===== src/hw/rtl/cs_pkg.sv =====
// Package with the types, constants and helper functions of the cosine similarity stream.
`timescale 1ns / 1ps
`default_nettype none
package cs_pkg;

	localparam int ELEM_W     = 16;
	localparam int PROD_W     = 2 * ELEM_W;
	localparam int ACC_W      = 48;
	localparam int ROOT_W     = ACC_W / 2;
	localparam int SIM_W      = 16;
	localparam int QUO_W      = SIM_W - 1;
	localparam int DIV_CNT_W  = $clog2(QUO_W);
	localparam int FIFO_DEPTH = 2;
	localparam int FIFO_AW    = $clog2(FIFO_DEPTH);
	localparam int FIFO_CW    = $clog2(FIFO_DEPTH + 1);

	localparam logic [ACC_W-1:0] SQRT_BIT_INIT = ACC_W'(1) << (ACC_W - 2);
	localparam logic [QUO_W-1:0] QUO_MAX = {QUO_W{1'b1}};

	typedef struct packed {
		logic signed [ELEM_W-1:0] a_element;
		logic signed [ELEM_W-1:0] b_element;
		logic                     last;
	} cs_item_t;

	typedef struct packed {
		logic signed [SIM_W-1:0] similarity;
		logic                    degenerate;
	} cs_result_t;

	typedef struct packed {
		logic [ACC_W-1:0] dot;
		logic [ACC_W-1:0] first_norm;
		logic [ACC_W-1:0] second_norm;
	} cs_job_t;

	typedef struct packed {
		logic full;
		logic empty;
	} cs_fifo_stat_t;

	typedef struct packed {
		logic [ACC_W-1:0] rem;
		logic [ACC_W-1:0] root;
	} cs_sqrt_t;

	typedef enum logic [2:0] {
		CS_IDLE,
		CS_SQRT,
		CS_MUL,
		CS_CHK,
		CS_DIV,
		CS_DONE
	} cs_state_t;

	// One digit step of the bitwise integer square root.
	function automatic cs_sqrt_t cs_sqrt_step(input cs_sqrt_t cur, input logic [ACC_W-1:0] bitv);
		logic [ACC_W-1:0] trial;
		cs_sqrt_t nxt;
		trial = cur.root + bitv;
		if (cur.rem >= trial) begin
			nxt.rem  = cur.rem - trial;
			nxt.root = (cur.root >> 1) + bitv;
		end else begin
			nxt.rem  = cur.rem;
			nxt.root = cur.root >> 1;
		end
		return nxt;
	endfunction

endpackage
`default_nettype wire


===== src/hw/rtl/cs_fifo.sv =====
// Short queue of finished sums between the front and back parts.
`timescale 1ns / 1ps
`default_nettype none
module cs_fifo
	import cs_pkg::*;
(
	input  wire logic    clk,
	input  wire logic    arst_n,
	input  wire logic    push,
	input  wire cs_job_t push_job,
	input  wire logic    pop,
	output cs_job_t      pop_job,
	output cs_fifo_stat_t stat
);

	cs_job_t              mem_q [FIFO_DEPTH];
	logic [FIFO_AW-1:0]   wr_q;
	logic [FIFO_AW-1:0]   rd_q;
	logic [FIFO_CW-1:0]   cnt_q;

	assign stat.full  = (cnt_q == FIFO_CW'(FIFO_DEPTH));
	assign stat.empty = (cnt_q == '0);
	assign pop_job    = mem_q[rd_q];

	always_ff @(posedge clk or negedge arst_n) begin
		if (!arst_n) begin
			wr_q  <= '0;
			rd_q  <= '0;
			cnt_q <= '0;
		end else begin
			if (push) begin
				wr_q <= wr_q + 1'b1;
			end
			if (pop) begin
				rd_q <= rd_q + 1'b1;
			end
			if (push && !pop) begin
				cnt_q <= cnt_q + 1'b1;
			end else if (pop && !push) begin
				cnt_q <= cnt_q - 1'b1;
			end
		end
	end

	always_ff @(posedge clk) begin
		if (push) begin
			mem_q[wr_q] <= push_job;
		end
	end

endmodule
`default_nettype wire


===== config.mk =====
export PLATFORM = sky130hd
export DESIGN_NAME = cs_fifo
export DESIGN_NICKNAME = d
export VERILOG_FILES = /design/src/hw/rtl/cs_pkg.sv /design/src/hw/rtl/cs_fifo.sv
export SDC_FILE = /design/constraint.sdc
export NUM_CORES = 1
export LEC_CHECK = 0
export BUFFER_PORTS_ARGS = -buffer_cell sky130_fd_sc_hd__buf_2
export CAP_MARGIN = 25
export CORE_UTILIZATION = 58
export CTS_BUF_LIST = sky130_fd_sc_hd__clkbuf_8
export CTS_CLUSTER_SIZE = 40
export DETAILED_ROUTE_END_ITERATION = 8
export GPL_TIMING_DRIVEN = 0
export PLACE_DENSITY = 0.87
export SLEW_MARGIN = 10
export SYNTH_ARGS = -nofsm -noshare
export SYNTH_HDL_FRONTEND = slang
export SYNTH_SLANG_ARGS = --single-unit

===== constraint.sdc =====
create_clock -name clk -period 21.5 [get_ports clk]
set_input_delay 3.225 -clock clk [delete_from_list [all_inputs] [get_ports clk]]
set_output_delay 3.225 -clock clk [all_outputs]
set_load 0.01 [all_outputs]

# Yosys cells after proc, flatten, opt, wreduce, memory -nomap -nowiden
# Memories as Yosys holds them, arrays and structs flattened.
# Index checks and enable logic that the tools add are counted.
# W data, S select, Z words.
# totals
regBits	4
memories	1
ram_bits	288
wordCells	19
# memory_table
memory	depth	word_bits	read_ports	rd_clocked_by_memory_dff	wr	line	source
mem_q	2	144	1	0	1	cs_fifo.sv:16	cs_job_t mem_q [FIFO_DEPTH];
# op_classes
n_eq_ne	1
reduce_logical	6
n_addsub	4
mux	4
# op_table
op	count
$mux W2	2
$add A1 B1 Y1 const B	2
$add A2 B1 Y2 const B	1
$eq A2 B2 Y1 const B	1
$logic_and A1 B1 Y1	2
$logic_not A1 Y1	2
$logic_not A2 Y1	1
$mux W1	2
$reduce_bool A2 Y1	1
$sub A2 B1 Y2 const B	1

# Depth between registers and ports, before layout
# logic_depth
depth_word	4
mapped_depth	5
depth_no_buf	5

# Worst setup path after synthesis
# OpenSTA, ideal clock, no wires.
# synth_path
kind	input port to flip-flop
from	input port push
to	memory mem_q[0][0] (netlist bit) (enable)
setup_ns	0.667
arrival_time_ns	9.457
slack_ns	11.377
path_stages	1
n_path_buf	0
path_cell_list	nor2b_1
# synth_between
elab_chain_cells	2
# synth_lines
item	line	source
start, declared	cs_fifo.sv:9	input wire logic push,
$mux W1	cs_fifo.sv:46	if (push) begin
$mux W1 (not written as such)	cs_fifo.sv:47	mem_q[wr_q] <= push_job;
end, declared	cs_fifo.sv:16	
# No other way between the ends.

==> impl_metrics.json <==
{
  "r2r-start": "wr_q$_DFFE_PN0P_",
  "htreeDepth": 2,
  "numCtsBuffers": 45,
  "nFillCells": 1028,
  "synth.area.top_cells": "edfxtp_1 (80%), mux2_2 (9.8%), mux2_4 (7.0%), dfrtp_1 (0.93%), buf_6 (0.73%)",
  "grt_max_degree": 63,
  "outcome": "finished, violations left",
  "nets": 959,
  "reg2reg_depth": 3,
  "r2r_slack_ns": 19.53,
  "synth_seq_cells": 292,
  "area_growth_pct": 24.97,
  "synth_top_family_by_area": "multiplexers",
  "power_mw": 1.740,
  "ys_warn_count": 0,
  "num_rows": 49,
  "vias": 5617,
  "drtAntennaViolNets": 0,
  "yosysTopAreaCell": "edfxtp_1",
  "clk_pin_slew_ns": 0.07,
  "cp_max_fo": 10,
  "drv_cap": 0,
  "drv_slew": 0,
  "die_area_um2": 19110,
  "finalCritPeriodShare_pct": 23.77,
  "synth.top_cell.area_share_pct": 80.32,
  "final_layout_size_suffix_gt1_share_pct": 61.17,
  "viasPerCell": 5.259,
  "hold-worst-slack_ns": 0.5244,
  "gp_congestion": 0.7289,
  "place.port_buffers": 293,
  "holdBufCountCts": 0,
  "postSynthAreaPerCell_um2": 23.21,
  "timing.slew.headroom_pct": 48.00,
  "drt_iter0_drc": 337,
  "skew_ns": 0.02449,
  "tightestPinTransition_ns": 0.7783,
  "worstSetupStartpoint": "rd_q$_DFFE_PN0P_",
  "wl_per_cell_um": 19.54,
  "clkSinkCount": 292,
  "cp_data_required_time_ns": 18.27,
  "ctsResizeCount": 0,
  "fin_cells": 1068,
  "min_path_type": "register to register",
  "synth_mux_area_share_pct": 16.80,
  "gr-total-overflow": 0,
  "intPower_mw": 1.239,
  "wl_um": 20870,
  "grt_pass1_wl_um": 32200,
  "hold_viol_final": 0,
  "yosysSeqAreaShare_pct": 81.25,
  "synth.distinct_cells": 13,
  "ios": 294,
  "leakagePower_nw": 5.343,
  "path_class": "register to primary output",
  "yosys.area_share.simple_pct": 0.2440,
  "syn_nets": 613,
  "syn_inst": 464,
  "layout_commonest_cell": "buf_2",
  "p_switching_mw": 0.5015,
  "endpoint": "pop_job[69]",
  "die_w_um": 138.3,
  "crit_path_start_kind": "register",
  "layout_common_cells": "buf_2 (302), edfxtp_1 (288), mux2_2 (94)",
  "max_freq_mhz": 195.7,
  "finalCriticalPeriod_ns": 5.110,
  "first_pass_iters": 6,
  "worst_r2r_endpoint": "mem_q[0][103]$_DFFE_PP_",
  "powerDensity_nw_per_um2": 129.3,
  "hpwl_um": 14240,
  "drc": 46,
  "synthAdderAreaFrac_pct": 0.1162,
  "final-setup-viol-count": 0,
  "grt_pass1_vias": 6134,
  "clockBufferDepth": 3,
  "swShare_pct": 28.82,
  "grt_use_total_pct": 22.08,
  "placed_cell_area_um2": 12670,
  "dieHeight_um": 138.3,
  "synth_xor_area_share_pct": 0.4067,
  "multi_input_area_um2": 1902,
  "syn_area_um2": 10770,
  "finish.instance_area_um2": 13460,
  "clock_power_share_pct": 23.4,
  "dpl.cell_count": 992,
  "arrival_ns": 1.89,
  "violations": "DRC",
  "final.setup.tns_ns": 0,
  "combPwrFrac_pct": 31.6,
  "antenna_found_initial": 3,
  "cts_setup_buffers": 0,
  "end_kind": "primary output",
  "rsz0062_at_grt": "no",
  "core_um2": 18090,
  "dp_slack_ns": 16.58,
  "final_util_pct": 74.40,
  "seqCellArea_um2": 8748,
  "clock_latency_ns": 0.52,
  "synth_compound_area_share_pct": 0,
  "initial_core_util_pct": 59.54,
  "cts-root-buf": "clkbuf_8",
  "pwr-share-seq_pct": 45.0,
  "ir_drop_mv": 0.08505,
  "tritoncts": "built",
  "setup_slack_ns": 16.39
}
critical path: stages (launching register included):
cell and delay [ns]:
dfrtp_1 0.34, buf_6 0.16, buf_6 0.18, buf_6 0.20, mux2_4 0.32, buf_2 0.15
cells by family (layout without fill, tap and decap cells):
kind of cell             Yosys count  count (layout)
flip-flops                       292             292
multiplexers                     144             144
buffers and inverters             17             390
XOR/XNOR                           5               5
AND/OR/NAND/NOR                    5               5
adder cells (fa/ha/maj)            1               1
other                              0               2
power groups by stage:
stage / Combinational, mW / Clock (mW) / Sequential [mW]
2_1_floorplan: 0.350 / 0 / 0.807
3_3_place_gp: 0.520 / 0 / 0.820
3_5_place_dp: 0.553 / 0 / 0.794
4_1_cts: 0.557 / 0.418 / 0.784
5_1_grt: 0.583 / 0.444 / 0.791
6_report: 0.551 / 0.407 / 0.782
Yosys cell counts (all sizes together):
master and instances:
edfxtp 288, mux2 144, buf 16, dfrtp 4, xor2 4, nor2 2
nor2b 2, and2 1, ha 1, inv 1, xnor2 1
worst min path at each step:
stage                         startpoint              endpoint  depth (start not counted)
finish              cnt_q[1]$_DFFE_PN0P_  cnt_q[1]$_DFFE_PN0P_                          1
global route        cnt_q[1]$_DFFE_PN0P_  cnt_q[1]$_DFFE_PN0P_                          1
CTS                 cnt_q[1]$_DFFE_PN0P_  cnt_q[1]$_DFFE_PN0P_                          1
detailed placement  cnt_q[1]$_DFFE_PN0P_  cnt_q[1]$_DFFE_PN0P_                          1
global placement        wr_q$_DFFE_PN0P_      wr_q$_DFFE_PN0P_                          1
floorplan               wr_q$_DFFE_PN0P_      wr_q$_DFFE_PN0P_                          1
metal layers:
metal	global-route usage [%]	wire, µm	share of wire, %	vias up
li1	-	-	-	2550
met1	24.68	7606	36	2772
met2	39.15	10880	52	252
met3	7.447	1848	8.9	43
met4	8.516	535	2.6	0
met5	0	0	0	-
final cells by class:
cell class	count	share of cell area [%]
antenna	2	0.03719
buffer	16	0.9205
clock buffer	45	4.602
clock inverter	29	1.237
inverter	1	0.02789
multi-input combinational	155	14.13
sequential	292	65.01
tap	229	2.129
timing repair buffer	299	11.90
state kept, by name (all words and copies together), names as in the netlist:
register / cells
cnt_q: 2
mem_q: 288
rd_q: 1
wr_q: 1
No activity file was read; power rests on OpenSTA's default activity.
