## src/hw/rtl/cs_pkg.sv

```systemverilog
// Package with the types, constants and helper functions of the cosine similarity stream.
`timescale 1ns / 1ps
`default_nettype none
package cs_pkg;

	localparam int ELEM_W     = 16;
	localparam int PROD_W     = 2 * ELEM_W;
	localparam int ACC_W      = 48;
	localparam int ROOT_W     = ACC_W / 2;
	localparam int SIM_W      = 16;
	localparam int QUO_W      = SIM_W - 1;
	localparam int DIV_CNT_W  = $clog2(QUO_W);
	localparam int FIFO_DEPTH = 2;
	localparam int FIFO_AW    = $clog2(FIFO_DEPTH);
	localparam int FIFO_CW    = $clog2(FIFO_DEPTH + 1);

	localparam logic [ACC_W-1:0] SQRT_BIT_INIT = ACC_W'(1) << (ACC_W - 2);
	localparam logic [QUO_W-1:0] QUO_MAX = {QUO_W{1'b1}};

	typedef struct packed {
		logic signed [ELEM_W-1:0] a_element;
		logic signed [ELEM_W-1:0] b_element;
		logic                     last;
	} cs_item_t;

	typedef struct packed {
		logic signed [SIM_W-1:0] similarity;
		logic                    degenerate;
	} cs_result_t;

	typedef struct packed {
		logic [ACC_W-1:0] dot;
		logic [ACC_W-1:0] first_norm;
		logic [ACC_W-1:0] second_norm;
	} cs_job_t;

	typedef struct packed {
		logic full;
		logic empty;
	} cs_fifo_stat_t;

	typedef struct packed {
		logic [ACC_W-1:0] rem;
		logic [ACC_W-1:0] root;
	} cs_sqrt_t;

	typedef enum logic [2:0] {
		CS_IDLE,
		CS_SQRT,
		CS_MUL,
		CS_CHK,
		CS_DIV,
		CS_DONE
	} cs_state_t;

	// One digit step of the bitwise integer square root.
	function automatic cs_sqrt_t cs_sqrt_step(input cs_sqrt_t cur, input logic [ACC_W-1:0] bitv);
		logic [ACC_W-1:0] trial;
		cs_sqrt_t nxt;
		trial = cur.root + bitv;
		if (cur.rem >= trial) begin
			nxt.rem  = cur.rem - trial;
			nxt.root = (cur.root >> 1) + bitv;
		end else begin
			nxt.rem  = cur.rem;
			nxt.root = cur.root >> 1;
		end
		return nxt;
	endfunction

endpackage
`default_nettype wire

```

## src/hw/rtl/cs_front.sv

```systemverilog
// Front part: squares and products of each request, and the three running sums.
`timescale 1ns / 1ps
`default_nettype none
module cs_front
	import cs_pkg::*;
(
	input  wire logic          clk,
	input  wire logic          arst_n,
	input  wire logic          item_valid,
	output logic               item_stall,
	input  wire cs_item_t      item,
	input  wire cs_fifo_stat_t fifo_stat,
	output logic               push,
	output cs_job_t            job
);

	logic                     valid_s1;
	logic                     last_s1;
	logic signed [PROD_W-1:0] ab_s1;
	logic        [PROD_W-1:0] aa_s1;
	logic        [PROD_W-1:0] bb_s1;
	logic        [ACC_W-1:0]  dot_q;
	logic        [ACC_W-1:0]  first_q;
	logic        [ACC_W-1:0]  second_q;
	logic        [ACC_W-1:0]  dot_next;
	logic        [ACC_W-1:0]  first_next;
	logic        [ACC_W-1:0]  second_next;
	logic signed [PROD_W-1:0] ab;
	logic signed [PROD_W-1:0] aa;
	logic signed [PROD_W-1:0] bb;
	logic                     advance;

	assign ab = PROD_W'(item.a_element) * PROD_W'(item.b_element);
	assign aa = PROD_W'(item.a_element) * PROD_W'(item.a_element);
	assign bb = PROD_W'(item.b_element) * PROD_W'(item.b_element);

	assign advance    = !(valid_s1 && last_s1 && fifo_stat.full);
	assign item_stall = !advance;

	assign dot_next    = dot_q + {{(ACC_W - PROD_W){ab_s1[PROD_W-1]}}, ab_s1};
	assign first_next  = first_q + {{(ACC_W - PROD_W){1'b0}}, aa_s1};
	assign second_next = second_q + {{(ACC_W - PROD_W){1'b0}}, bb_s1};

	assign push = valid_s1 && last_s1 && !fifo_stat.full;
	assign job  = '{dot: dot_next, first_norm: first_next, second_norm: second_next};

	always_ff @(posedge clk or negedge arst_n) begin
		if (!arst_n) begin
			valid_s1 <= 1'b0;
			dot_q    <= '0;
			first_q  <= '0;
			second_q <= '0;
		end else if (advance) begin
			valid_s1 <= item_valid;
			if (valid_s1) begin
				if (last_s1) begin
					dot_q    <= '0;
					first_q  <= '0;
					second_q <= '0;
				end else begin
					dot_q    <= dot_next;
					first_q  <= first_next;
					second_q <= second_next;
				end
			end
		end
	end

	always_ff @(posedge clk) begin
		if (advance && item_valid) begin
			last_s1 <= item.last;
			ab_s1   <= ab;
			aa_s1   <= aa;
			bb_s1   <= bb;
		end
	end

endmodule
`default_nettype wire

```

## config.mk

```make
export PLATFORM = sky130hd
export DESIGN_NAME = cs_front
export DESIGN_NICKNAME = d
export VERILOG_FILES = /design/src/hw/rtl/cs_pkg.sv /design/src/hw/rtl/cs_front.sv
export SDC_FILE = /design/constraint.sdc
export NUM_CORES = 2
export LEC_CHECK = 0
export ABC_AREA = 1
export BUFFER_PORTS_ARGS = -buffer_cell sky130_fd_sc_hd__buf_4
export CAP_MARGIN = 40
export CORE_MARGIN = 2
export CORE_UTILIZATION = 36
export DETAILED_ROUTE_END_ITERATION = 10
export GPL_TIMING_DRIVEN = 1
export PLACE_DENSITY = 0.58
export SYNTH_ARGS = -nofsm -noshare
export SYNTH_HDL_FRONTEND = slang
export SYNTH_SLANG_ARGS = --single-unit
```

## constraint.sdc

```tcl
create_clock -name clk -period 8.6 [get_ports clk]
set_clock_uncertainty 0.2 [all_clocks]
set_input_delay 1.72 -clock clk [delete_from_list [all_inputs] [get_ports clk]]
set_output_delay 1.72 -clock clk [all_outputs]
set_load 0.1 [all_outputs]
```

# ---- Word level (Yosys, flattened, before mapping)
# Cells that the tools add are included.
dict set report totals {
  reg_bits 242
  in_bits 38
  out_inout_bits 146
  elab_cells 25
}
dict set report classes {
  add_sub_neg 3
  multipliers 3
  mux 3
  bitwise_logic 1
  n_reduce_logical 7
}
# cell count
set ops {}
lappend ops {{$mux W48} 3}
lappend ops {{$add A48 B32 Y48} 2}
lappend ops {{$mul A16 B16 Y32} 3}
lappend ops {{$add A48 B48 Y48} 1}
lappend ops {{$logic_and A1 B1 Y1} 4}
lappend ops {{$logic_not A1 Y1} 2}
lappend ops {{$reduce_and A2 Y1} 1}
lappend ops {{$not A1 Y1} 1}

# ---- Longest topological paths before layout
dict set report logic_depth {
  word_depth 4
  depth_mapped 27
}

# ---- Worst setup path after synthesis
# OpenSTA, ideal clock, no wires.
dict set report synth_path {
  kind {input -> register}
  from {input port item[32] (netlist bit)}
  to {register ab_s1[27] (data pin)}
  setup_ns 0.259
  t_arrival_ns 7.024
  t_required_ns 8.141
  slack_ns 1.117
  cell_stages 21
  n_path_buf 2
  path_cell_list {clkbuf_1 -> clkbuf_1 -> nand2_1 -> inv_1 -> fa_1 -> fa_1 -> fa_1 -> fa_1 -> fa_1 -> inv_1 -> fa_1 -> inv_1 -> ha_1 -> nand2_1 -> nor2_1 -> inv_1 -> nor3_2 -> nand3_1 -> or2_1 -> nand3_1 -> xor2_1}
}
dict set report synth_between {
  elab_chain_cells 1
}
# item line_no
set synth_rtl {}
lappend synth_rtl {{start: declaration} cs_front.sv:11} ;# input wire cs_item_t item,
lappend synth_rtl {{$mul A16 B16 Y32} cs_front.sv:33} ;# assign ab = PROD_W'(item.a_element) * PROD_W'(item.b_element);
lappend synth_rtl {{net ab[27]} cs_front.sv:28} ;# logic signed [PROD_W-1:0] ab;
lappend synth_rtl {{end signal: assignment} cs_front.sv:72} ;# ab_s1 <= ab;
lappend synth_rtl {{end: declaration} cs_front.sv:19} ;# logic signed [PROD_W-1:0] ab_s1;
# The timed path passes the listed nets, and every way through them passes these cells.
# A chain may end at the register's enable or synchronous reset.

# ---- Final worst setup path
dict set report layout_path {
  from {input port item[16] (netlist bit)}
  to {register bb_s1[25] (data pin)}
}
dict set report layout_between {
  elab_chain_cells 1
}
# item line_no
set layout_rtl {}
lappend layout_rtl {{$mul A16 B16 Y32} cs_front.sv:35} ;# assign bb = PROD_W'(item.b_element) * PROD_W'(item.b_element);
lappend layout_rtl {{net bb[25]} cs_front.sv:30} ;# logic signed [PROD_W-1:0] bb;
lappend layout_rtl {{end signal: assignment} cs_front.sv:74} ;# bb_s1 <= bb;
lappend layout_rtl {{end: declaration} cs_front.sv:21} ;# logic [PROD_W-1:0] bb_s1;
# The timed path passes the listed nets, and every way through them passes these cells.

==> key figures <==
Cells and area
  • Nets: 8,132
  • Layout cells sized above 1: 0.0603
  • # fillers: about 14,000
  • Core Util, Final: 0.394
  • Area Overhead vs Synth: 9.04%
  • Diodes inserted: 0

STA
  • Relative slew margins: 0.396
  • RSZ-0062 raised after global routing: false
  • Highest clock rate: 0.137 GHz
  • Final Worst Setup Slack: 1.28 ns
  • Setup TNS: 0 ns
  • Period utilization: 0.851
  • Endpoints failing setup: 0
  • Minimum clock period: 7.32 ns
  • Final Slew Violations: 0
  • Slew @ Worst Pin: 0.905 ns
  • Hold Vio Cnt, Final: 0

Routing
  • Via density per instance: roughly 4.7
  • Routed Antenna Nets: 0
  • Post-Route WL: 138,000 µm
  • Iteration count of the initial detailed-routing pass: 6
  • Number of remaining DRC errors: 0
  • Initial DRC count: between 2,000 and 3,000
  • Vias post-DR: 41,400
  • Drt wl/cell: 15.7 µm

Worst setup path
  • Worst-path cell chain: buf_4 -> nand2_1 -> inv_1 -> fa_1 -> fa_1 -> fa_1 -> fa_1 -> fa_1 -> inv_1 -> fa_1 -> inv_1 -> ha_1 -> nand2_1 -> nor2_1 -> inv_1 -> nor3_1 -> o21ai_0 -> nand3_1 -> xor2_1
  • Crit. End Element: register
  • Setup CP Type: in2reg
  • Delay-heaviest family, CP: adder cells
  • Crit-path slowest cell: fa_1
  • CP arrival: between 7 and 8 ns
  • Worst Path Max Fanout: 25
  • Crit path largest cell delay: 0.96 ns
  • CP bufs+invs: 5
  • Setup crit start kind: input port
  • CP required: 8.85 ns
  • Cell mode on critical path: fa_1

Yosys
  • Netlist Area Pre-Place: 49,500 µm²
  • Mapped Cells: 6,888
  • Synth Area in XOR/XNOR: 0.0308
  • Post-synthesis mux area share: 0
  • Synth cell types: 43
  • Synth Area in Simple Gates: 0.252
  • Avg Inst Size Synth: slightly above 7 µm²
  • Post-synthesis sequential area ratio: 0.131
  • Fraction of registers with async set/reset: 0.604
  • Adder-cell area share of the yosys netlist: 0.391
  • Synth warnings: 0
  • Synth Register Bits: between 200 and 250
  • Post-synth EDFFs: 95
  • Synth Flop Type: dfrtp_1
  • Largest family of logic cells by synthesized area: adder cells
  • Compound-Gate Fraction of Synth Area: 0.0416
  • Post-Syn Nets: 8,034

Clock network
  • CTS buffer count: 31
  • Clock root cell: clkbuf_16
  • Clock slew at reported path FFs: around 0.060 ns
  • Post-CTS setup buffer count: 0
  • Worst skew pair latency: 0.64 ns
  • H-tree depth: 1
  • CTS tree: built
  • Cts hold-fix bufs: 0
  • Clock buffer depth: 3
  • Post-CTS sizing: 0
  • # clock sinks: 240

GRT
  • All-Layer GR Usage: 0.201
  • First-pass GRT wire length: 226,000 µm
  • Vias in the first global route: roughly 42,000
  • Congestion Overflow GR: 0
  • Largest net degree at the start of global routing: 67
  • Initial antenna violation count: 6

Placement
  • Post-DP HPWL: 116,000 µm
  • Port bufs: 182
  • Final GP Congestion: about 0.95
  • Dpl ws: 0.671 ns

Die
  • Die Wd: between 300 and 400 µm
  • Initial Util: 0.362
  • Core area: about 140,000 µm²
  • Cell Rows: about 140
  • Chip Height: roughly 370 µm
  • Number of top-level pins: 184
  • Die area: 141,000 µm²

Run
  • Max-Cap Viols: 0

Run status
  • Status: complete, no violations

Hold path
  • HP Class: reg2reg
[final timing paths]
path | from | end | slack, ns | cells after the start
max | item[16] | bb_s1[25] | 1.28 | 19
min | second_q[14] | second_q[14] | 0.28 | 2
max reg2reg | ab_s1[0] | dot_q[16] | 5.71 | 10
min reg2reg | second_q[14] | second_q[14] | 0.28 | 2
max in group asynchronous | arst_n | second_q[21] | 6.26 | 3
min in group asynchronous | arst_n | second_q[0] | 0.83 | 1
[registers in the layout, indices dropped and copies added, names as in the netlist]
name      flops
aa_s1        31
ab_s1        32
bb_s1        31
dot_q        48
first_q      48
last_s1       1
second_q     48
valid_s1      1
[cells by family (layout without fill, tap and decap cells)]
logic type               count (synthesis)  after routing
AO/OA/AOI/OAI                          353            353
buffers and inverters                 2031           2153
adder cells (fa/ha/maj)               1108           1108
XOR/XNOR                               168            168
AND/OR/NAND/NOR                       2988           2988
flip-flops                             240            240
[area by class of cell]
type	instances	area, µm²	share of cell area
inverter	1888	7090	0.131
tap	1794	2240	0.0416
multi-input combinational	4617	35400	0.656
sequential	240	6480	0.120
timing repair buffer	208	1680	0.0311
clock buffer	36	805	0.0149
clock inverter	21	282	0.00521
[Yosys cell counts (27+ instances only)]
cell type     n  area share
nand2_1    2062        0.16
inv_1      1852        0.14
fa_1        730        0.30
ha_1        378       0.095
nor2_1      318       0.024
nand3_1     278       0.028
a21oi_1     171       0.017
dfrtp_1     145       0.073
clkbuf_1    132       0.010
xor2_1      123       0.022
edfxtp_1     95       0.058
and2_1       75      0.0095
nand4_1      75      0.0095
o21ai_0      74      0.0075
nor2_2       38      0.0048
xnor2_1      38      0.0067
nor3_1       36      0.0036
inv_2        34      0.0026
nand2_2      32      0.0040
a22o_1       30      0.0053
o21bai_1     27      0.0041
[stage by stage]
step / cells / hold slack [ns] / instance area, µm²
2_1_floorplan: 6888 / 0.253 / 49500
3_3_place_gp: 8741 / 0.266 / 52800
3_5_place_dp: 8747 / 0.272 / 52900
4_1_cts: 8804 / 0.286 / 54000
5_1_grt: 8804 / 0.298 / 54000
6_report: 8804 / 0.280 / 54000
[placed cells by master (no fill, tap or decap), drive strengths merged, types with 130 or more instances in the layout]
| cell type | Yosys | routed |
|---|---|---|
| a21oi | 171 | 171 |
| buf | 11 | 208 |
| dfrtp | 145 | 145 |
| fa | 730 | 730 |
| ha | 378 | 378 |
| inv | 1886 | 1888 |
| nand2 | 2094 | 2094 |
| nand3 | 282 | 282 |
| nor2 | 369 | 369 |
| xor2 | 130 | 130 |
[worst min-delay path, cell delays in order, from the launching register on]
cell	delay [ns]
dfrtp_1	0.34
nand2_1	0.05
nand2_1	0.06
[metal layers]
metal | track usage | part of all wire
met5 | 0 | 0.00033
met4 | 0.0407 | 0.020
met3 | 0.0144 | 0.043
met2 | 0.338 | 0.47
met1 | 0.283 | 0.47
Power is not shown: default switching activity piles up to over one toggle a cycle in this logic, so the estimate is an artifact.
