--- config.mk ---
export PLATFORM = sky130hd
export DESIGN_NAME = cs_back
export DESIGN_NICKNAME = d
export VERILOG_FILES = /design/src/hw/rtl/cs_pkg.sv /design/src/hw/rtl/cs_back.sv
export SDC_FILE = /design/constraint.sdc
export NUM_CORES = 2
export LEC_CHECK = 0
export ABC_AREA = 1
export BUFFER_PORTS_ARGS = -buffer_cell sky130_fd_sc_hd__buf_2
export CAP_MARGIN = 5
export CORE_MARGIN = 4
export CORE_UTILIZATION = 45
export DETAILED_ROUTE_END_ITERATION = 6
export GPL_TIMING_DRIVEN = 0
export PLACE_DENSITY = 0.62
export SLEW_MARGIN = 30
export SYNTH_ARGS = -nofsm -noshare
export SYNTH_HDL_FRONTEND = slang
export SYNTH_SLANG_ARGS = --single-unit
--- constraint.sdc ---
create_clock -name clk -period 7.2 [get_ports clk]
set_input_delay 1.44 -clock clk [delete_from_list [all_inputs] [get_ports clk]]
set_output_delay 1.44 -clock clk [all_outputs]
set_load 0.01 [all_outputs]
--- src/hw/rtl/cs_pkg.sv ---
// Package with the types, constants and helper functions of the cosine similarity stream.
`timescale 1ns / 1ps
`default_nettype none
package cs_pkg;

	localparam int ELEM_W     = 16;
	localparam int PROD_W     = 2 * ELEM_W;
	localparam int ACC_W      = 48;
	localparam int ROOT_W     = ACC_W / 2;
	localparam int SIM_W      = 16;
	localparam int QUO_W      = SIM_W - 1;
	localparam int DIV_CNT_W  = $clog2(QUO_W);
	localparam int FIFO_DEPTH = 2;
	localparam int FIFO_AW    = $clog2(FIFO_DEPTH);
	localparam int FIFO_CW    = $clog2(FIFO_DEPTH + 1);

	localparam logic [ACC_W-1:0] SQRT_BIT_INIT = ACC_W'(1) << (ACC_W - 2);
	localparam logic [QUO_W-1:0] QUO_MAX = {QUO_W{1'b1}};

	typedef struct packed {
		logic signed [ELEM_W-1:0] a_element;
		logic signed [ELEM_W-1:0] b_element;
		logic                     last;
	} cs_item_t;

	typedef struct packed {
		logic signed [SIM_W-1:0] similarity;
		logic                    degenerate;
	} cs_result_t;

	typedef struct packed {
		logic [ACC_W-1:0] dot;
		logic [ACC_W-1:0] first_norm;
		logic [ACC_W-1:0] second_norm;
	} cs_job_t;

	typedef struct packed {
		logic full;
		logic empty;
	} cs_fifo_stat_t;

	typedef struct packed {
		logic [ACC_W-1:0] rem;
		logic [ACC_W-1:0] root;
	} cs_sqrt_t;

	typedef enum logic [2:0] {
		CS_IDLE,
		CS_SQRT,
		CS_MUL,
		CS_CHK,
		CS_DIV,
		CS_DONE
	} cs_state_t;

	// One digit step of the bitwise integer square root.
	function automatic cs_sqrt_t cs_sqrt_step(input cs_sqrt_t cur, input logic [ACC_W-1:0] bitv);
		logic [ACC_W-1:0] trial;
		cs_sqrt_t nxt;
		trial = cur.root + bitv;
		if (cur.rem >= trial) begin
			nxt.rem  = cur.rem - trial;
			nxt.root = (cur.root >> 1) + bitv;
		end else begin
			nxt.rem  = cur.rem;
			nxt.root = cur.root >> 1;
		end
		return nxt;
	endfunction

endpackage
`default_nettype wire

--- src/hw/rtl/cs_back.sv ---
// Back part: square roots, root product, bounded division and the result register.
`timescale 1ns / 1ps
`default_nettype none
module cs_back
	import cs_pkg::*;
(
	input  wire logic          clk,
	input  wire logic          arst_n,
	input  wire cs_fifo_stat_t fifo_stat,
	input  wire cs_job_t       pop_job,
	output logic               pop,
	output logic               result_valid,
	input  wire logic          result_stall,
	output cs_result_t         result
);

	cs_state_t              state_q;
	cs_state_t              state_next;
	logic                   result_valid_q;
	cs_result_t             result_q;
	cs_sqrt_t               sa_q;
	cs_sqrt_t               sb_q;
	logic [ACC_W-1:0]       bit_q;
	logic [ACC_W-1:0]       prod_q;
	logic [ACC_W-1:0]       rem_q;
	logic [QUO_W-1:0]       quo_q;
	logic [DIV_CNT_W-1:0]   cnt_q;
	logic                   neg_q;
	logic                   sat_q;
	logic                   degen_q;
	logic                   load_result;
	logic [ACC_W:0]         rem_shift;
	logic [ACC_W:0]         rem_diff;
	logic [QUO_W-1:0]       quo_final;
	logic [SIM_W-1:0]       mag16;

	always_ff @(posedge clk or negedge arst_n) begin
		if (!arst_n) begin
			state_q <= CS_IDLE;
		end else begin
			state_q <= state_next;
		end
	end

	always_comb begin
		state_next  = state_q;
		pop         = 1'b0;
		load_result = 1'b0;
		case (state_q)
			CS_IDLE: begin
				if (!fifo_stat.empty) begin
					pop        = 1'b1;
					state_next = CS_SQRT;
				end
			end
			CS_SQRT: begin
				if (bit_q[0]) begin
					state_next = CS_MUL;
				end
			end
			CS_MUL: begin
				state_next = CS_CHK;
			end
			CS_CHK: begin
				if (prod_q == '0 || rem_q >= prod_q) begin
					state_next = CS_DONE;
				end else begin
					state_next = CS_DIV;
				end
			end
			CS_DIV: begin
				if (cnt_q == '0) begin
					state_next = CS_DONE;
				end
			end
			CS_DONE: begin
				if (!result_valid_q || !result_stall) begin
					load_result = 1'b1;
					state_next  = CS_IDLE;
				end
			end
			default: begin
				state_next = CS_IDLE;
			end
		endcase
	end

	assign rem_shift = {rem_q, 1'b0};
	assign rem_diff  = rem_shift - {1'b0, prod_q};
	assign quo_final = sat_q ? QUO_MAX : quo_q;
	assign mag16     = {1'b0, quo_final};

	always_ff @(posedge clk) begin
		case (state_q)
			CS_IDLE: begin
				if (pop) begin
					sa_q    <= '{rem: pop_job.first_norm, root: '0};
					sb_q    <= '{rem: pop_job.second_norm, root: '0};
					bit_q   <= SQRT_BIT_INIT;
					neg_q   <= pop_job.dot[ACC_W-1];
					rem_q   <= pop_job.dot[ACC_W-1] ? (~pop_job.dot + 1'b1) : pop_job.dot;
				end
			end
			CS_SQRT: begin
				sa_q  <= cs_sqrt_step(sa_q, bit_q);
				sb_q  <= cs_sqrt_step(sb_q, bit_q);
				bit_q <= bit_q >> 2;
			end
			CS_MUL: begin
				prod_q <= {{(ACC_W - ROOT_W){1'b0}}, sa_q.root[ROOT_W-1:0]} *
					{{(ACC_W - ROOT_W){1'b0}}, sb_q.root[ROOT_W-1:0]};
			end
			CS_CHK: begin
				degen_q <= (prod_q == '0);
				sat_q   <= (rem_q >= prod_q);
				quo_q   <= '0;
				cnt_q   <= DIV_CNT_W'(QUO_W - 1);
			end
			CS_DIV: begin
				if (!rem_diff[ACC_W]) begin
					rem_q <= rem_diff[ACC_W-1:0];
					quo_q <= {quo_q[QUO_W-2:0], 1'b1};
				end else begin
					rem_q <= rem_shift[ACC_W-1:0];
					quo_q <= {quo_q[QUO_W-2:0], 1'b0};
				end
				cnt_q <= cnt_q - 1'b1;
			end
			default: begin
			end
		endcase
		if (load_result) begin
			result_q.degenerate <= degen_q;
			if (degen_q) begin
				result_q.similarity <= '0;
			end else if (neg_q) begin
				result_q.similarity <= -$signed(mag16);
			end else begin
				result_q.similarity <= $signed(mag16);
			end
		end
	end

	always_ff @(posedge clk or negedge arst_n) begin
		if (!arst_n) begin
			result_valid_q <= 1'b0;
		end else if (load_result) begin
			result_valid_q <= 1'b1;
		end else if (!result_stall) begin
			result_valid_q <= 1'b0;
		end
	end

	assign result_valid = result_valid_q;
	assign result       = result_q;

endmodule
`default_nettype wire

-- Word level (Yosys, flattened, before mapping)
Cells that the tools add are included.
Widths: inputs -> output; s select.
- bits in registers: 379
- memory bits (writable): 0
- memories: 0
- logic and storage cells: 92
- latch bits: 0
- ROM bits: 0
- reductions and logical operators: 17
- div/mod/pow operators: 0
- $mul: 1
- eq/ne operators: 13
- $lt $le $gt $ge: 3
- mux-type cells: 29
- shift operators: 0
- bitwise logic cells: 2
- $add $sub $neg: 10
- operators with widths (kind ; count):
    $mux 96 ; 4
    $pmux 96 s2 ; 2
    $mux 48 ; 4
    $pmux 48 s2 ; 2
    $ge 48x48->1 ; 3
    $add 47x48->48 ; 2
    $add 48x48->48 ; 2
    $sub 48x48->48 ; 2
    $sub 49x48->49 ; 1
    $add 48x1->48 const B ; 1
    $logic_not 48->1 ; 1
    $mul 24x24->48 ; 1
    $not 48->48 ; 1
    $mux 15 ; 2
    $pmux 15 s2 ; 1
    $pmux 3 s6 ; 1
    $neg 15->16 ; 1
    $ne 2x2->1 const B ; 7
    $mux 3 ; 4
    $mux 1 ; 8
    $pmux 4 s2 ; 1
    $eq 3x2->1 const B ; 2
    $eq 3x3->1 const B ; 2
    $reduce_and 2->1 ; 3
    other kinds (12) ; 17

-- Logic depth before layout (Yosys ltp)
- depth in word-level cells: 5
- gate-level depth with buffers: 29
- gate-level depth less buffers: 27

-- Worst setup path before layout
Ideal clock, no wire load.
- kind: register -> register
- from: reg sa_q[13] (netlist name)
- to: reg prod_q[33] (data pin)
- setup slack: 0.822 ns
- data required time: 6.948 ns
- period minus slack after synthesis: 6.378 ns
- cell stages (with the launch flop): 27
- arrival: 6.126 ns
- cell sequence: edfxtp_1 -> clkbuf_1 -> buf_1 -> nand2_1 -> fa_1 -> inv_1 -> fa_1 -> inv_1 -> fa_1 -> inv_1 -> fa_1 -> inv_1 -> fa_1 -> inv_1 -> fa_1 -> fa_1 -> ha_1 -> nand2_1 -> nor2_1 -> inv_1 -> nor3_1 -> nand2_1 -> nand2_1 -> a21oi_1 -> or2_2 -> nand3_1 -> nand2_1
- word-level cells in the longest chain between the ends: 1
- ends and longest elaborated chain (item ; RTL line ; source):
    start: declaration ; cs_back.sv:21 ; cs_sqrt_t sa_q;
    start signal: assignment ; cs_back.sv:97 ; sa_q <= '{rem: pop_job.first_norm, root: '0};
    start signal: assignment ; cs_back.sv:105 ; sa_q <= cs_sqrt_step(sa_q, bit_q);
    $mul 24x24->48 ; cs_back.sv:110 ; prod_q <= {{(ACC_W - ROOT_W){1'b0}}, sa_q.root[ROOT_W-1:0]} *
    end signal: assignment ; cs_back.sv:110 ;
    end: declaration ; cs_back.sv:24 ; logic [ACC_W-1:0] prod_q;
Every way passes these cells.
A chain may end at the register's enable or synchronous reset.

-- Worst setup path in the final report
- from: reg sb_q[5] (netlist name)
- to: reg prod_q[33] (data pin)
- word-level cells in the longest chain between the ends: 1
- ends and longest elaborated chain (item ; RTL line ; source):
    start: declaration ; cs_back.sv:22 ; cs_sqrt_t sb_q;
    start signal: assignment ; cs_back.sv:98 ; sb_q <= '{rem: pop_job.second_norm, root: '0};
    start signal: assignment ; cs_back.sv:106 ; sb_q <= cs_sqrt_step(sb_q, bit_q);
    $mul 24x24->48 ; cs_back.sv:110 ;
Every way passes these cells.

==> run_results.csv <==
group,metric,value,unit
outcome,status,"finished clean",
finish,fin_nets,10600,
sta,setup_ws,81.0,ps
placed_design,routabilityCongestion,1.02,
setup_path,critPathMaxStageDelay,590,ps
logic_synthesis,synth.most_common_cell,"nand2_1",
grt,grt_pass1_vias,58400,
placed_design,dp_slack,-1070,ps
setup_path,slowest_stage,"fa_1",
setup_path,cp-start-kind,"flip-flop",
finish,drive_gt1_frac,0.0532,
setup_path,cp.required,7600,ps
sta,clock.fmax,0.140,GHz
logic_synthesis,synth_largest_area_cell,"nand2_1",
grt,antenna_found_initial,3,
setup_path,rr_worst_depth,26,
grt,grt-ovfl-total,0,
route,vias_per_cell,5.44,
route,routed_wl,249,mm
finish,final_cell_area,0.0659,mm^2
placed_design,port_buffers,166,
setup_path,crit_start,"sb_q[5]$_SDFFCE_PN0P_",
logic_synthesis,synth.net_count,10400,
floorplan,num_io_pins,168,
floorplan,core,0.133,mm^2
placed_design,post-dp-hpwl,211,mm
grt,grt.total_usage,0.348,
finish,multiInputGateArea,0.0414,mm^2
setup_path,path_depth,26,
logic_synthesis,ys_ff_latch,355,
logic_synthesis,yosysTopAreaCellShare,0.178,
clock_tree,clk_path_buf_depth,3,
clock_tree,clock-sinks,355,
sta,setup-violations-final,0,
logic_synthesis,syn_inst,9270,
sta,tightest_slew,990,ps
logic_synthesis,synthDistinctLibCells,53,
route,drcViolationCount,0,
sta,tns,0,ps
grt,grt_pass1_wl,369,mm
finish,seqCellArea,0.0106,mm^2
logic_synthesis,yosysSeqAreaShare,0.176,
clock_tree,numCtsBuffers,49,
placed_design,place_area,0.0637,mm^2
sta,fin_skew,69.5,ps
clock_tree,cts_tree,"done",
sta,slew_violations,0,
route,firstDrtPassIters,6,
setup_path,crit_path_frequent_cell,"fa_1",
setup_path,criticalPathCategory,"flip-flop to flip-flop",
clock_tree,clkLatencyLatePin,690,ps
sta,finalHoldViolCount,0,
setup_path,crit_family,"adder cells",
sta,fin_crit_sh,0.989,
finish,area_growth,9.13,%
floorplan,num_rows,134,
logic_synthesis,ys_async_sr_fraction,0.0113,
setup_path,critPathBufInv,8,
setup_path,end_kind,"flip-flop",
floorplan,die_w,374,um
logic_synthesis,syn_area_per_cell,6.51,um^2
route,drt_first_iter_violations,6964,
clock_tree,hold_buffers,0,
logic_synthesis,netlist_top_cells_area,"nand2_1 18%, edfxtp_1 17%, fa_1 16%",
logic_synthesis,synthTopCellsByCount,"2,867 x nand2_1, 1,999 x inv_1, 817 x nor2_1",
route,antenna_left,0,
setup_path,crit_fanout,10,
finish,fillers,14100,
clock_tree,ctsHtreeMaxLevel,2,
floorplan,initial_utilization,0.452,
worst_hold_path,hp-start,"quo_q[0]$_SDFFCE_PN0P_",
clock_tree,cts_root_buffer,"clkbuf_16",
logic_synthesis,synth_warnings,0,
logic_synthesis,syn_area,0.0604,mm^2
sta,max_slew_margin,0.333,
route,vias,61500,
flow_run,maxCapViolCount,0,
setup_path,arrival,7520,ps
sta,grt_setup_unrepaired,"true",
setup_path,r2r_start,"sb_q[5]$_SDFFCE_PN0P_",
floorplan,die_h,374,um
route,routedWlPerCell,22.0,um
clock_tree,clk_pin_slew,70,ps
floorplan,die_area,0.140,mm^2
worst_hold_path,min_path_cells,2,
grt,grt_max_degree,90,
worst_hold_path,hold_path_class,"flip-flop to flip-flop",
sta,min_period,7120,ps
logic_synthesis,synth_edf_count,351,
logic_synthesis,synthFlopType,"edfxtp_1",
[cells in the final DEF (no fill, tap or decap), drive strengths merged, types with 5 or more instances in the layout]
master,n
nand2,2873
inv,2012
nor2,824
nand3,502
fa,485
ha,468
o21ai,441
a21oi,412
edfxtp,351
buf,296
clkbuf,159
nand4,144
xnor2,126
xor2,112
nor3,93
o21bai,44
a31oi,34
nor4,28
clkinv,25
nand3b,22
o21a,15
a21o,15
a21boi,7
and3,7
or2,7
bufinv,6
clkinvlp,5
[sequential cells by signal (all words and copies together) (netlist names), 4 cells and up]
register	flops
rem_q	48
sa_q	96
result	17
bit_q	24
cnt_q	4
prod_q	48
quo_q	15
sb_q	96
[path summary, 6_finish.rpt]
path	to	slack, ps
min reg2reg	quo_q[1]$_SDFFCE_PN0P_	590
max in group asynchronous	result_valid$_DFFE_PN0P_	6340
max	prod_q[33]$_DFFE_PP_	80
min in group asynchronous	state_q[1]$_DFFE_PN0P_	650
min	quo_q[1]$_SDFFCE_PN0P_	590
max reg2reg	prod_q[33]$_DFFE_PP_	80
[through the flow]
stage | std cells | hold slack, ps | util
final | 11300 | 588 | 0.494
after CTS | 11300 | 578 | 0.492
after detailed placement | 11200 | 572 | 0.477
after global placement | 11200 | 543 | 0.475
after floorplan | 9270 | 524 | -
after global routing | 11300 | 578 | 0.494
[layout make-up]
class,count,share of cell area
diodes,2,0.0000759
well taps,1768,0.0336
multi-input cells,6685,0.628
inverters,2011,0.115
clock buffers,54,0.0189
plain buffers,219,0.0203
flip-flops and latches,355,0.161
clock inverters,37,0.00627
repair buffers,182,0.0169
[cells by family (layout without fill, tap and decap cells)]
group	count (synthesis)	count (layout)	synth area share
buf+inv	2230	2503	0.141
other cells	0	2	0
compound gates	988	988	0.0875
simple gates	4506	4506	0.303
flops	355	355	0.176
xor+xnor	238	238	0.0345
fa+ha+maj	953	953	0.258
[worst min-delay path: stages, from the launching register on]
cell,delay (ps)
edfxtp_1,350
inv_1,40
nor2_1,90
[timing repair]
action / CTS / global route
setup buffers: 3 / 4
pin swaps: 0 / 1
resized for setup: 150 / 143
endpoints found under the setup margin: 34 / 30
cloned: 0 / 0
[metal layers]
metal | GRT usage | part of all wire | vias up | wire (um)
li1 | - | - | 29200 | -
met1 | 0.500 | 0.44 | 29000 | 110000
met2 | 0.513 | 0.42 | 2854 | 104000
met3 | 0.0734 | 0.099 | 468 | 24800
met4 | 0.128 | 0.041 | 0 | 10200
met5 | 0 | 0 | - | 0
Power is not shown: default switching activity piles up to over one toggle a cycle in this logic, so the estimate is an artifact.
